<file path="config.mk">
export PLATFORM = sky130hd
export DESIGN_NAME = sjis_to_jis_euc_converter
export DESIGN_NICKNAME = d
export VERILOG_FILES = /design/src/design/sjte_pkg.sv /design/src/design/sjte_encoder.sv /design/src/design/sjis_to_jis_euc_converter.sv
export SDC_FILE = /design/constraint.sdc
export NUM_CORES = 1
export LEC_CHECK = 0
export BUFFER_PORTS_ARGS = -buffer_cell sky130_fd_sc_hd__buf_2
export CAP_MARGIN = 20
export CORE_MARGIN = 2
export CORE_UTILIZATION = 60
export CTS_CLUSTER_DIAMETER = 80
export CTS_CLUSTER_SIZE = 40
export DETAILED_ROUTE_END_ITERATION = 10
export HOLD_SLACK_MARGIN = 0.06
export PLACE_DENSITY = 0.78
export SLEW_MARGIN = 30
export SYNTH_ARGS = -nofsm -noshare
export SYNTH_HDL_FRONTEND = slang
export SYNTH_SLANG_ARGS = --single-unit
</file>
<file path="constraint.sdc">
create_clock -name i_clk -period 4.5 [get_ports i_clk]
set_clock_uncertainty 0.05 [all_clocks]
set_input_delay 0 -clock i_clk [delete_from_list [all_inputs] [get_ports i_clk]]
set_output_delay 0 -clock i_clk [all_outputs]
set_load 0.05 [all_outputs]
</file>
<file path="src/design/sjte_pkg.sv">
// Shared types, constants and the kanji code mapping for the Shift-JIS to
// JIS / EUC-JP converter. Used by sjte_encoder and sjis_to_jis_euc_converter.
package sjte_pkg;

    localparam int unsigned MAX_OUT = 4;

    // Configuration register indexes.
    typedef enum logic [2:0] {
        REG_EUC_MODE      = 3'd0,
        REG_SHIFT_IN_SEQ  = 3'd1,
        REG_SHIFT_IN_LEN  = 3'd2,
        REG_SHIFT_OUT_SEQ = 3'd3,
        REG_SHIFT_OUT_LEN = 3'd4
    } t_reg_idx;

    localparam logic [23:0] SHIFT_IN_SEQ_RST  = 24'h1B2440;
    localparam logic [1:0]  SHIFT_IN_LEN_RST  = 2'd3;
    localparam logic [23:0] SHIFT_OUT_SEQ_RST = 24'h1B284A;
    localparam logic [1:0]  SHIFT_OUT_LEN_RST = 2'd3;

    typedef struct packed {
        logic        euc_mode;
        logic [23:0] shift_in_seq;
        logic [1:0]  shift_in_len;
        logic [23:0] shift_out_seq;
        logic [1:0]  shift_out_len;
    } t_cfg;

    typedef struct packed {
        logic       kanji_active;
        logic       trail_expected;
        logic [7:0] held_lead;
    } t_conv_state;

    typedef struct packed {
        logic [MAX_OUT-1:0][7:0] bytes;
        logic [2:0]              count;
    } t_result;

    function automatic logic is_lead(input logic [7:0] c);
        return ((c >= 8'h80) && (c <= 8'h9F)) || ((c >= 8'hE0) && (c <= 8'hEF));
    endfunction

    // Maps a lead/trail pair to the JIS row and cell bytes {row, cell}, with bit 7 set on both for EUC.
    function automatic logic [15:0] kanji_code(input logic [7:0] lead,
                                               input logic [7:0] trail,
                                               input logic       euc);
        logic [7:0] ub;
        logic [7:0] lb;
        if (lead <= 8'h9F) begin
            ub = lead - 8'h80;
        end else begin
            ub = (lead & 8'h7F) - 8'h40;
        end
        ub = {ub[6:0], 1'b0};
        if (trail < 8'h9F) begin
            lb = trail - 8'h3F - {7'd0, (trail > 8'h7E)};
            ub = ub - 8'd1;
        end else begin
            lb = trail - 8'h9E;
        end
        ub = ub + 8'h20;
        lb = lb + 8'h20;
        if (euc) begin
            ub = ub | 8'h80;
            lb = lb | 8'h80;
        end
        return {ub, lb};
    endfunction

endpackage

</file>
<file path="src/design/sjte_encoder.sv">
// Combinational conversion of one Shift-JIS byte into its list of output
// bytes and the next converter state. Depends on sjte_pkg.
module sjte_encoder (
    input  logic [7:0]           i_byte,
    input  sjte_pkg::t_cfg       i_cfg,
    input  sjte_pkg::t_conv_state i_state,
    output sjte_pkg::t_result    o_result,
    output sjte_pkg::t_conv_state o_state
);
    import sjte_pkg::*;

    logic [15:0] code;

    assign code = kanji_code(i_state.held_lead, i_byte, i_cfg.euc_mode);

    always_comb begin
        o_result = '0;
        o_state  = i_state;
        if (i_state.trail_expected) begin
            o_result.bytes[0]      = code[15:8];
            o_result.bytes[1]      = code[7:0];
            o_result.count         = 3'd2;
            o_state.trail_expected = 1'b0;
        end else if (is_lead(i_byte)) begin
            if (!i_cfg.euc_mode && !i_state.kanji_active) begin
                o_result.bytes[0]    = i_cfg.shift_in_seq[23:16];
                o_result.bytes[1]    = i_cfg.shift_in_seq[15:8];
                o_result.bytes[2]    = i_cfg.shift_in_seq[7:0];
                o_result.count       = {1'b0, i_cfg.shift_in_len};
                o_state.kanji_active = 1'b1;
            end
            o_state.held_lead      = i_byte;
            o_state.trail_expected = 1'b1;
        end else begin
            if (!i_cfg.euc_mode && i_state.kanji_active) begin
                // The byte itself follows however many shift-out bytes are used.
                o_result.bytes[0]                   = i_cfg.shift_out_seq[23:16];
                o_result.bytes[1]                   = i_cfg.shift_out_seq[15:8];
                o_result.bytes[2]                   = i_cfg.shift_out_seq[7:0];
                o_result.bytes[i_cfg.shift_out_len] = i_byte;
                o_result.count       = {1'b0, i_cfg.shift_out_len} + 3'd1;
                o_state.kanji_active = 1'b0;
            end else begin
                o_result.bytes[0] = i_byte;
                o_result.count    = 3'd1;
            end
        end
    end

endmodule

</file>
<file path="src/design/sjis_to_jis_euc_converter.sv">
// Shift-JIS to JIS (ISO-2022-JP style) / EUC-JP byte stream converter, top level.
// Depends on sjte_pkg and sjte_encoder.
//
// Each accepted input byte is registered, converted combinationally and loaded
// into a four-byte result buffer that drains one byte per cycle on the master
// stream while i_m_tready is high; o_m_tlast marks the final byte caused by an
// input byte. An input byte thus yields 0 to 4 output bytes: 0 to 3 for a lead
// byte, which carries the shift-in sequence when kanji mode starts, 2 for the
// trail byte of a kanji, up to 4 for a single byte preceded by a shift-out
// sequence. The result buffer drain sets the sustained rate; a new byte is
// taken in the same cycle the previous result's last byte leaves.
module sjis_to_jis_euc_converter (
    input  logic        i_clk,
    input  logic        i_rst_n,
    // Input stream. tdata: [7:0] in_byte.
    input  logic        i_s_tvalid,
    output logic        o_s_tready,
    input  logic [7:0]  i_s_tdata,
    // Output stream. tdata: [7:0] out_byte. tlast: last_of_run.
    output logic        o_m_tvalid,
    input  logic        i_m_tready,
    output logic [7:0]  o_m_tdata,
    output logic        o_m_tlast,
    // Configuration write port.
    input  logic        i_cfg_wen,
    input  logic [2:0]  i_cfg_idx,
    input  logic [23:0] i_cfg_wdata
);
    import sjte_pkg::*;

    t_cfg        r_cfg;
    t_conv_state r_state;
    t_conv_state n_state;
    t_result     n_result;

    logic        r_in_valid;
    logic [7:0]  r_in_byte;

    logic [MAX_OUT-1:0][7:0] r_bytes;
    logic [1:0]  r_idx;
    logic [2:0]  r_left;

    logic take;
    logic buf_free;
    logic proc_fire;

    assign take       = o_m_tvalid && i_m_tready;
    assign buf_free   = (r_left == 3'd0) || ((r_left == 3'd1) && take);
    assign proc_fire  = r_in_valid && buf_free;
    assign o_s_tready = !r_in_valid || proc_fire;

    assign o_m_tvalid = (r_left != 3'd0);
    assign o_m_tdata  = r_bytes[r_idx];
    assign o_m_tlast  = (r_left == 3'd1);

    sjte_encoder u_encoder (
        .i_byte   (r_in_byte),
        .i_cfg    (r_cfg),
        .i_state  (r_state),
        .o_result (n_result),
        .o_state  (n_state)
    );

    always_ff @(posedge i_clk) begin
        if (!i_rst_n) begin
            r_cfg.euc_mode      <= 1'b0;
            r_cfg.shift_in_seq  <= SHIFT_IN_SEQ_RST;
            r_cfg.shift_in_len  <= SHIFT_IN_LEN_RST;
            r_cfg.shift_out_seq <= SHIFT_OUT_SEQ_RST;
            r_cfg.shift_out_len <= SHIFT_OUT_LEN_RST;
        end else if (i_cfg_wen) begin
            unique case (i_cfg_idx)
                REG_EUC_MODE:      r_cfg.euc_mode      <= i_cfg_wdata[0];
                REG_SHIFT_IN_SEQ:  r_cfg.shift_in_seq  <= i_cfg_wdata;
                REG_SHIFT_IN_LEN:  r_cfg.shift_in_len  <= i_cfg_wdata[1:0];
                REG_SHIFT_OUT_SEQ: r_cfg.shift_out_seq <= i_cfg_wdata;
                REG_SHIFT_OUT_LEN: r_cfg.shift_out_len <= i_cfg_wdata[1:0];
                default: begin
                end
            endcase
        end
    end

    always_ff @(posedge i_clk) begin
        if (!i_rst_n) begin
            r_in_valid <= 1'b0;
            r_state    <= '0;
            r_idx      <= 2'd0;
            r_left     <= 3'd0;
        end else begin
            if (o_s_tready) begin
                r_in_valid <= i_s_tvalid;
            end
            if (proc_fire) begin
                r_state <= n_state;
                r_idx   <= 2'd0;
                r_left  <= n_result.count;
            end else if (take) begin
                r_idx  <= r_idx + 2'd1;
                r_left <= r_left - 3'd1;
            end
        end
    end

    always_ff @(posedge i_clk) begin
        if (o_s_tready && i_s_tvalid) begin
            r_in_byte <= i_s_tdata;
        end
        if (proc_fire) begin
            r_bytes <= n_result.bytes;
        end
    end

`ifndef NO_ASSERTIONS
    // A kanji transaction always loads exactly two result bytes.
    a_trail_two: assert property (@(posedge i_clk) disable iff (!i_rst_n)
        (proc_fire && r_state.trail_expected) |=> (r_left == 3'd2))
        else $error("trail byte did not load two result bytes");

    // EUC output never carries shift sequences.
    a_euc_short: assert property (@(posedge i_clk) disable iff (!i_rst_n)
        (proc_fire && r_cfg.euc_mode) |=> (r_left <= 3'd2))
        else $error("EUC result longer than two bytes");

    // Once the final byte leaves and nothing new is loaded, the output goes idle.
    a_drain_idle: assert property (@(posedge i_clk) disable iff (!i_rst_n)
        (take && o_m_tlast && !proc_fire) |=> !o_m_tvalid)
        else $error("output still valid after last byte with nothing loaded");
`endif

endmodule
</file>
Word-level counts from Yosys, hierarchy flattened --
Index checks and enable logic that the tools add are counted.
Storage, ports and cells: input bits 40, output and inout port bits 11, register bits after elaboration 109, logic and storage cells 97
Cells by class: reductions and logical operators 29, order comparisons 10, multiplexer cells 22, equal/unequal tests 6, bitwise operators 3, $add $sub $neg 11
Operators with widths (number):
- $mux W27 | 2
- $mux W8 | 6
- $bwmux W32 | 1
- $le A8 B8 Y1 const B | 3
- $mux W19 | 1
- $add A8 B6 Y8 const B | 2
- $bmux W8 S2 | 1
- $demux W8 S2 | 1
- $ge A8 B8 Y1 const B | 2
- $mux W16 | 1
- $mux W11 | 1
- $reduce_and A2 Y1 | 5
- $logic_and A1 B1 Y1 | 9
- $mux W9 | 1
- $gt A8 B7 Y1 const B | 1
- $lt A8 B8 Y1 const B | 1
- $sub A8 B1 Y8 | 1
- $sub A8 B1 Y8 const B | 1
- $sub A8 B6 Y8 const B | 1
- $sub A8 B8 Y8 const B | 1
- $mux W7 | 1
- $sub A7 B1 Y7 const B | 1
- $sub A7 B7 Y7 const B | 1
- $eq A3 B1 Y1 const B | 2
- other kinds (20) | 34

Logic depth before layout (Yosys ltp) --
Gate-level depths: netlist of the first run.
word-level depth 9, depth in mapped cells 17

Cells and area by module --
Synthesis of the first run repeated with hierarchy kept, for this count alone.
Second synthesis, totals: cells, all modules 623, area total of the unflattened synthesis 6020.8 um2
By module, submodules not included:
- sjis_to_jis_euc_converter | cells an instance 371, times used 1, area each 4102.7 um2
- sjte_encoder | cells an instance 252, times used 1, area each 1918.1 um2

Worst setup path after synthesis of the first run --
Ideal clock, no wire load.
path kind register to register, from reg r_in_byte[3], to reg r_bytes[15] (netlist bit) (data pin), path buffers 0, required time 4.188 ns, period minus slack after synthesis 3.125 ns, path slack 1.375 ns, stages on the path, launching flop included 17, data arrival time 2.813 ns, cells stage by stage edfxtp_1 > ha_1 > nand4_1 > a41oi_1 > nor2_1 > ha_1 > ha_1 > a211oi_1 > o21bai_1 > a21oi_1 > xor2_1 > o22ai_1 > ha_1 > xnor2_1 > nor3_1 > and3_1 > nor3_1
RTL lines:
- from (decl) | line sjis_to_jis_euc_converter.sv:37 | logic [7:0] r_in_byte;
- from (signal assigned) | line sjis_to_jis_euc_converter.sv:107 | r_in_byte <= i_s_tdata;
- to (signal assigned) | line sjis_to_jis_euc_converter.sv:110 | r_bytes <= n_result.bytes;
- to (decl) | line sjis_to_jis_euc_converter.sv:39 | logic [MAX_OUT-1:0][7:0] r_bytes;

==> metrics, run 1 <==
Inserted Clock Buffers 9; first-pass GRT wire length 23200 microns; Post-synth EDFFs 40; number of sinks on the clock net 109; final RePlAce weighted congestion 0.9696; Leak 2.607 nW; number of cells on the worst hold path 2; hold violation total from the final report 0; Iter 0 DRT Violations 336; post-synthesis net count 670; total of buffers placed on input and output ports 50; fin crit share 81.84%; highest net fanout along the worst path 12; vias post-DR 4620; Min Clock Period, post-route 3.683 ns; kind of launch point of the worst setup path register; relative area change from synthesis to final layout 14.91%; Clock Tree Root sky130_fd_sc_hd__clkbuf_8; clock latency at the later pin of the worst-skew pair 0.38 ns; total of hold buffers inserted after clock tree synthesis 39; Final Max Slew Viols 0; number of max-cap violations 0; core region area 0.009240 sq mm; maximum number of pins on one net before global-route repair 42; count of unique library cells instantiated by Yosys 58; first-pass iteration count of the detailed router 6; Antenna Cells 0; total of warnings raised by yosys 0; Final Cell Area 0.006568 sq mm; top flip-flop cell by instance count after synthesis sky130_fd_sc_hd__dfxtp_1; uppermost signal routing layer after detailed routing met4; GRT Overall Usage 29.72%; effective utilization at floorplan 61.86%; wire length the detailed router placed on met1 6601 microns; Synth Instances 601; reg-to-reg slack, setup 0.82 ns; status completed; proportion of synthesized chip area in sequential cells 45.18%; unrepaired setup endpoints after global routing false; maximum clock rate 271.5 MHz; Post-DP HPWL 10200 microns; area share of the largest cell type after synthesis 24.17%; kind of path behind the tightest hold check in -> reg; cell type with the largest total area after synthesis sky130_fd_sc_hd__dfxtp_1; fraction of registers with async set/reset 0%; data arrival time of the worst path 3.85 ns; total setup violations reported at the end of the flow 0; area of the die 0.01032 sq mm; maximum vdd drop 0.1922 mV; number of instances resized during post-cts repair 0; normalized max-slew margin 35.66%; TritonCTS clock tree done; register bit count reported by yosys 109; type of destination of the critical path register; clock-pin slew reported for the worst setup and hold paths after clock tree synthesis 0.11 ns; class of the most critical setup path reg -> reg; die height 101.6 microns; via count of the first global-routing pass 4398; per-cell routed wire length 18.25 microns; DRT Wirelength 14620 microns; Cell Area, Synth 0.005715 sq mm; fraction of final layout cells with drive strength greater than 1 17.71%; row count 35; detail-routed via count per cell 5.768; transition time of the tightest slew-check pin 0.9651 ns; routed length on met3 742 microns; worst path required time 4.66 ns; Routed Antenna Nets 0; power per unit of standard cell area 429.9 mW/mm^2; Top Ports 51; top area cells in the synthesized netlist sky130_fd_sc_hd__dfxtp_1 24%, sky130_fd_sc_hd__edfxtp_1 21%, sky130_fd_sc_hd__nand2_1 8.7%; total negative setup slack 0 ns; average size of a mapped cell 9.510 sq um; overall overflow remaining after global route 0; met2 WL post-DR 7022 microns; maximum level of the CTS H-tree 3; fill cell total of the finished layout 690; area post-placement 0.006006 sq mm; setup fix buffers added after clock tree synthesis 0; Net count, final 736; floorplan die width 101.6 microns; worst r2r path cells 16; initial antenna violation count 0; remaining design rule violation count 0; buffer levels on the longest clock path 2
## state kept, by name (all words and copies together) (netlist names)
name and count:
r_in_byte 8, r_idx 2, r_bytes 32, r_state 10, r_left 3, r_cfg 53, r_in_valid 1
## worst max-delay path, cell delays in order, from the launching register on
cell                       delay [ns]
sky130_fd_sc_hd__edfxtp_1        0.64
sky130_fd_sc_hd__ha_1            0.30
sky130_fd_sc_hd__nand4_1         0.11
sky130_fd_sc_hd__a41oi_1         0.19
sky130_fd_sc_hd__nor2_1          0.06
sky130_fd_sc_hd__ha_1            0.22
sky130_fd_sc_hd__ha_1            0.18
sky130_fd_sc_hd__a211oi_1        0.32
sky130_fd_sc_hd__o21bai_1        0.12
sky130_fd_sc_hd__a21oi_1         0.19
sky130_fd_sc_hd__xor2_1          0.17
sky130_fd_sc_hd__o22ai_1         0.12
sky130_fd_sc_hd__ha_1            0.24
sky130_fd_sc_hd__xnor2_1         0.20
sky130_fd_sc_hd__nor3_1          0.06
sky130_fd_sc_hd__and3_1          0.19
sky130_fd_sc_hd__nor3_1          0.17
## through the flow
step	hold WS (ns)	power (mW)	util [%]	cells	setup slack, ns
floorplan	0.04887	2.025	-	601	1.375
global placement	0.1373	2.234	64.93	746	1.078
detailed placement	0.1366	2.268	65.00	746	0.9281
CTS	0.06141	2.811	71.02	801	0.8874
global route	0.09073	2.957	71.08	801	0.5547
finish	0.08398	2.823	71.08	801	0.8174
## routing by layer
layer | global-route usage (%) | vias up
li1 | - | 2240
met1 | 41.32 | 2211
met2 | 48.84 | 148
met3 | 3.865 | 21
met4 | 8.420 | 0
met5 | 0 | -
## logic make-up (layout without fill, tap and decap cells)
group	after synthesis	count (layout)	share of synthesized area, %
and+or+nand+nor	220	220	16.75
AOI/OAI and AO/OA	119	119	14.58
DFF	109	109	45.18
buffers and inverters	62	133	4.335
muxes	48	48	10.66
adders and majority gates	29	29	6.349
xor gates and xnor gates	14	14	2.145
## cells in the final DEF, fill, tap and decap left out, types with 7 or more instances in the layout
cell / count
sky130_fd_sc_hd__a21oi_1: 50
sky130_fd_sc_hd__a22oi_1: 14
sky130_fd_sc_hd__buf_2: 50
sky130_fd_sc_hd__clkbuf_8: 9
sky130_fd_sc_hd__dfxtp_1: 69
sky130_fd_sc_hd__dlygate4sd3_1: 39
sky130_fd_sc_hd__edfxtp_1: 40
sky130_fd_sc_hd__ha_1: 29
sky130_fd_sc_hd__inv_1: 22
sky130_fd_sc_hd__mux2_2: 23
sky130_fd_sc_hd__mux2i_1: 17
sky130_fd_sc_hd__mux4_2: 8
sky130_fd_sc_hd__nand2_1: 133
sky130_fd_sc_hd__nand3_1: 20
sky130_fd_sc_hd__nor2_1: 30
sky130_fd_sc_hd__nor3_1: 8
sky130_fd_sc_hd__xnor2_1: 7
sky130_fd_sc_hd__xor2_1: 7
## final cells by class
cell class	instances	area [sq um]	share of cell area (%)
Clock inverter	5	35.03	0.5334
Tap cell	129	161.4	2.458
Timing Repair Buffer	93	670.6	10.21
Clock buffer	11	131.4	2.000
Sequential cell	109	2582	39.32
Multi-Input combinational cell	430	2897	44.10
Inverter	24	90.09	1.372
## cell usage after synthesis (2+ instances only)
cell and number:
sky130_fd_sc_hd__or3b_1 2, sky130_fd_sc_hd__nor3_1 8, sky130_fd_sc_hd__nand2_1 133, sky130_fd_sc_hd__ha_1 29, sky130_fd_sc_hd__o21a_1 5, sky130_fd_sc_hd__edfxtp_1 40, sky130_fd_sc_hd__clkbuf_1 28, sky130_fd_sc_hd__inv_2 2
sky130_fd_sc_hd__mux2_2 23, sky130_fd_sc_hd__a31oi_1 2, sky130_fd_sc_hd__a21oi_1 50, sky130_fd_sc_hd__a221oi_2 6, sky130_fd_sc_hd__xnor2_1 7, sky130_fd_sc_hd__nor2_1 30, sky130_fd_sc_hd__xor2_1 7, sky130_fd_sc_hd__a22oi_1 14
sky130_fd_sc_hd__o21ai_2 2, sky130_fd_sc_hd__o22ai_1 2, sky130_fd_sc_hd__inv_1 22, sky130_fd_sc_hd__nor2b_1 5, sky130_fd_sc_hd__buf_2 6, sky130_fd_sc_hd__buf_4 2, sky130_fd_sc_hd__a221oi_1 5, sky130_fd_sc_hd__o21ai_1 4
sky130_fd_sc_hd__a211oi_1 5, sky130_fd_sc_hd__mux2i_1 17, sky130_fd_sc_hd__mux4_2 8, sky130_fd_sc_hd__and3_1 2, sky130_fd_sc_hd__o21bai_1 2, sky130_fd_sc_hd__buf_1 2, sky130_fd_sc_hd__nand3_1 21, sky130_fd_sc_hd__o211ai_1 6
sky130_fd_sc_hd__nand2b_1 6, sky130_fd_sc_hd__o21ai_0 6, sky130_fd_sc_hd__dfxtp_1 69
## worst paths after layout
| path | endpoint | from |
|---|---|---|
| max | r_bytes[15] | r_in_byte[5] |
| min | r_cfg[26] | i_rst_n |
| max reg2reg | r_bytes[15] | r_in_byte[5] |
| min reg2reg | r_cfg[25] | r_cfg[25] |
## power by group
group | switching [mW] | total (mW) | internal, mW
Clock | 0.333 | 0.538 | 0.205
Sequential | 0.0992 | 1.27 | 1.17
Combinational | 0.648 | 1.02 | 0.369
Power figures use the tool's default switching activity.
==> run 2, diff against run 1 <==
clock period = 3.4 ns   (was 4.5 ns; I/O delays follow)
==> run 2 against run 1 <==
Die area unchanged. Flip-flop and latch count unchanged. Fmax is 13% higher. Critical endpoint unchanged.
==> metrics, run 2 (same netlist as run 1, synthesis figures left out) <==
final RePlAce weighted congestion 0.9435; data arrival time of the worst path 3.34 ns; global route hottest layer met2; Reg with most FFs r_cfg; Slowest Stage Delay on Critical Path 0.51 ns; status completed; highest net fanout along the worst path 5; Min Clock Period, post-route 3.273 ns; Net count, final 756; number of sinks on the clock net 109; met3 Usage GRT 8.420%; utilization of the core after routing 73.15%; leading cell type in the layout, fill and taps excluded sky130_fd_sc_hd__nand2_1; first-pass iteration count of the detailed router 5; TritonCTS clock tree done; transition time of the tightest slew-check pin 0.9804 ns; met1 demand-to-capacity share in global routing 40.06%; total negative setup slack 0 ns; maximum vdd drop 0.2767 mV; power per unit of standard cell area 565.4 mW/mm^2; per-cell routed wire length 18.88 microns; row count 35; Top Ports 51; GRT Overall Usage 31.56%; total of buffers placed on input and output ports 50; worst-path cell chain ha_2 > a41oi_1 > nor2_1 > ha_1 > ha_1 > inv_1 > ha_1 > o21bai_1 > a21oi_1 > xor2_1 > a21oi_1 > ha_1 > xnor2_2 > nor3_1 > and3_1 > nor3_2; Inserted Clock Buffers 9; remaining design rule violation count 0; effective utilization at floorplan 61.86%; CP most frequent cell sky130_fd_sc_hd__ha_1; vias post-DR 4819; most used cells in the layout excluding fill and tap cells 133 x sky130_fd_sc_hd__nand2_1, 69 x sky130_fd_sc_hd__dfxtp_1, 50 x sky130_fd_sc_hd__a21oi_1, 50 x sky130_fd_sc_hd__buf_2, 41 x sky130_fd_sc_hd__dlygate4sd3_1; Final Max Slew Viols 0; DRT Wirelength 15500 microns; buffer levels on the longest clock path 2; GR Util met2 52.68%; kind of path behind the tightest hold check in -> reg; floorplan die width 101.6 microns; clock-pin slew reported for the worst setup and hold paths after clock tree synthesis 0.11 ns; Leak 2.702 nW; maximum clock rate 305.5 MHz; class of the most critical setup path reg -> reg; clock latency at the later pin of the worst-skew pair 0.38 ns; maximum level of the CTS H-tree 3; total setup violations reported at the end of the flow 0; flip-flop count of the largest register, all copies and words added 53; area of the die 0.01032 sq mm; Clock Tree Root sky130_fd_sc_hd__clkbuf_8; type of destination of the critical path register; initial antenna violation count 0; Post-DP HPWL 10670 microns; Hold Worst Slack 0.2846 ns; Worst Slack Setup Final 0.1267 ns; first-pass GRT wire length 24590 microns; fill cell total of the finished layout 667; fin crit share 96.27%; Total Power Consumption 3.822 mW; kind of launch point of the worst setup path register; Antenna Cells 0; area taken by flip-flops and latches 0.002582 sq mm; Top Registers r_cfg (53), r_bytes (32), r_state (10); minimum setup slack after placement 0.1187 ns; overall overflow remaining after global route 0; Iter 0 DRT Violations 288; number of max-cap violations 0; Routed Antenna Nets 0; normalized max-slew margin 34.64%; die height 101.6 microns; hold violation total from the final report 0; Max stage delay cell, worst path sky130_fd_sc_hd__edfxtp_1; worst path required time 3.47 ns; core region area 0.009240 sq mm; area taken by multi-input logic gates 0.002933 sq mm; relative area change from synthesis to final layout 18.26%; maximum number of pins on one net before global-route repair 41; detail-routed via count per cell 5.870; unrepaired setup endpoints after global routing false; fraction of final layout cells with drive strength greater than 1 20.38%; via count of the first global-routing pass 4795
-- run 2: final timing paths --
check                             startpoint      endpoint  slack, ns  cells after the start
worst min register to register      r_cfg[4]      r_cfg[4]       0.41                      2
worst min-delay path            i_s_tdata[1]  r_in_byte[1]       0.28                      2
worst max-delay path            r_in_byte[2]   r_bytes[15]       0.13                     16
worst max register to register  r_in_byte[2]   r_bytes[15]       0.13                     16
-- run 2: through the flow --
stage / std cells / instance area [sq um]
2_1_floorplan: 601 / 5715
3_3_place_gp: 761 / 6112
5_1_grt: 821 / 6759
3_5_place_dp: 761 / 6120
4_1_cts: 818 / 6696
6_report: 821 / 6759
-- run 2: final cells by class --
cell class,count,share of cell area [%]
Tap cell,129,2.388
Clock buffer,11,1.944
Inverter,24,1.333
Sequential cell,109,38.21
Multi-Input combinational cell,430,43.39
Clock inverter,5,0.5183
Timing Repair Buffer,113,12.22
-- run 2: worst max-delay path: cells and delay by family (launching register included) --
family / cells / cell delay [ns]
adders and majority gates: 5 / 1.05
and+or+nand+nor: 4 / 0.43
DFF: 1 / 0.51
AOI/OAI and AO/OA: 4 / 0.62
xor gates and xnor gates: 2 / 0.31
buffers and inverters: 1 / 0.05
-- run 2: layer usage --
layer | up-vias | wire length (microns)
li1 | 2285 | -
met1 | 2320 | 6399
met2 | 185 | 7570
met3 | 29 | 1211
met4 | 0 | 321
met5 | - | 0
-- run 2: power breakdown --
group | internal [mW] | leakage, nW | switching [mW]
Sequential | 1.54 | 0.940 | 0.107
Clock | 0.272 | 0.0838 | 0.450
Combinational | 0.532 | 1.68 | 0.917
-- run 2: timing repair --
action                                 CTS  global route
endpoints found under the hold margin   65             0
setup buffers                            0             3
setup endpoints to repair                0             1
hold buffers                            41             0
gates resized for setup                  0             7
==> run 3, diff against run 2 <==
clock period = 3.3 ns   (was 3.4 ns; I/O delays follow)
==> run 3 against run 2 <==
Critical path depth is 1 higher. First-iteration DRC count is 3.1% lower. Largest power group unchanged. Total power is 7.4% higher. Highest routed layer unchanged. Wire length is 0.26% lower.
==> metrics, run 3 (same netlist as run 1, synthesis figures left out) <==
status completed; total of buffers placed on input and output ports 50; hold violation total from the final report 0; maximum level of the CTS H-tree 3; power per unit of standard cell area 593.8 mW/mm^2; Top Ports 51; highest net fanout along the worst path 4; via count of the first global-routing pass 4711; Final Max Slew Viols 0; Routed Antenna Nets 0; area post-placement 0.006135 sq mm; remaining design rule violation count 0; area taken by multi-input logic gates 0.002957 sq mm; first-pass iteration count of the detailed router 5; Clock Tree Root sky130_fd_sc_hd__clkbuf_8; most used cells in the layout excluding fill and tap cells 133 x sky130_fd_sc_hd__nand2_1, 69 x sky130_fd_sc_hd__dfxtp_1, 50 x sky130_fd_sc_hd__buf_2; per-cell routed wire length 18.65 microns; total setup violations reported at the end of the flow 0; leading cell type in the layout, fill and taps excluded sky130_fd_sc_hd__nand2_1; DRT Wirelength 15460 microns; GRT Overall Usage 30.70%; Net count, final 764; post-route non-filler standard cell count 829; Top Registers r_cfg (53), r_bytes (32), r_state (10); initial antenna violation count 0; kind of path behind the tightest hold check in -> reg; fraction of final layout cells with drive strength greater than 1 22.29%; flip-flop count of the largest register, all copies and words added 53; Reg with most FFs r_cfg; core region area 0.009240 sq mm; worst path required time 3.47 ns; clock latency at the later pin of the worst-skew pair 0.38 ns; Worst Slack Setup Final 0.09239 ns; vias post-DR 4904; Leak 2.760 nW; Inserted Clock Buffers 9; dpl cells 763; fin crit share 97.20%; kind of launch point of the worst setup path register; detail-routed via count per cell 5.916; Min Clock Period, post-route 3.208 ns; number of sinks on the clock net 109; Final Cell Area 0.006915 sq mm; Total Power Consumption 4.106 mW; data arrival time of the worst path 3.38 ns; row count 35; number of max-cap violations 0; die height 101.6 microns; first-pass GRT wire length 24150 microns; normalized max-slew margin 33.42%; minimum setup slack after placement 0.1042 ns; maximum vdd drop 0.3312 mV; Hold Worst Slack 0.2720 ns; Post-DP HPWL 10470 microns; effective utilization at floorplan 61.86%; area taken by flip-flops and latches 0.002582 sq mm; final RePlAce weighted congestion 0.9386; area of the die 0.01032 sq mm; overall overflow remaining after global route 0; maximum number of pins on one net before global-route repair 38; buffer levels on the longest clock path 2; class of the most critical setup path reg -> reg; Iter 0 DRT Violations 279; Antenna Cells 0; fill cell total of the finished layout 640; floorplan die width 101.6 microns; clock-pin slew reported for the worst setup and hold paths after clock tree synthesis 0.11 ns; maximum clock rate 311.8 MHz; type of destination of the critical path register; TritonCTS clock tree done; transition time of the tightest slew-check pin 0.9986 ns; relative area change from synthesis to final layout 20.99%
## run 3: final cells by class
cell class / count / area share [%]
inverter: 24 / 1.303
clock buffer: 9 / 1.791
timing repair buffer: 121 / 12.94
clock inverter: 7 / 1.538
multi-input combinational: 430 / 42.75
tap: 129 / 2.334
sequential: 109 / 37.34
## run 3: worst max-delay path, cell delays in order, from the launching register on
cell,delay (ns)
sky130_fd_sc_hd__edfxtp_1,0.44
sky130_fd_sc_hd__ha_2,0.22
sky130_fd_sc_hd__nand4_1,0.13
sky130_fd_sc_hd__a41oi_2,0.18
sky130_fd_sc_hd__nor2_1,0.06
sky130_fd_sc_hd__ha_1,0.19
sky130_fd_sc_hd__ha_1,0.18
sky130_fd_sc_hd__inv_1,0.05
sky130_fd_sc_hd__ha_1,0.17
sky130_fd_sc_hd__o21bai_1,0.08
sky130_fd_sc_hd__a21oi_1,0.17
sky130_fd_sc_hd__xor2_1,0.20
sky130_fd_sc_hd__a21oi_2,0.09
sky130_fd_sc_hd__ha_2,0.22
sky130_fd_sc_hd__xnor2_2,0.20
sky130_fd_sc_hd__nor3_2,0.05
sky130_fd_sc_hd__and3_1,0.20
sky130_fd_sc_hd__nor3_2,0.17
## run 3: layer usage
layer | track usage, % | wire, microns
met3 | 5.935 | 1192
met4 | 8.524 | 371
met5 | 0 | 0
met1 | 41.31 | 6373
met2 | 50.76 | 7525
## run 3: per-stage QoR
step | utilization, % | setup TNS, ns
finish | 74.84 | 0
detailed placement | 66.39 | 0
floorplan | - | 0
CTS | 73.54 | 0
global route | 74.84 | -0.1338
global placement | 66.31 | 0
## run 3: final timing paths
| path | to | cells past startpoint | slack [ns] | startpoint |
|---|---|---|---|---|
| setup / recovery | r_bytes[15] | 17 | 0.09 | r_in_byte[2] |
| hold / removal | r_in_byte[1] | 2 | 0.27 | i_s_tdata[1] |
| setup reg to reg | r_bytes[15] | 17 | 0.09 | r_in_byte[2] |
| hold reg to reg | r_cfg[6] | 2 | 0.42 | r_cfg[6] |
## run 3: what timing repair did
action                                  CTS  global route
endpoints found under the setup margin    0             1
gates resized for setup                   0            14
setup buffers                             0             7
hold buffers                             43             0
endpoints found under the hold margin    65             0
## run 3: power breakdown
| group | switching, mW | internal [mW] | total (mW) |
|---|---|---|---|
| Combinational | 0.956 | 0.565 | 1.52 |
| Clock | 0.510 | 0.378 | 0.888 |
| Sequential | 0.106 | 1.59 | 1.70 |
| Total | 1.57 | 2.53 | 4.11 |
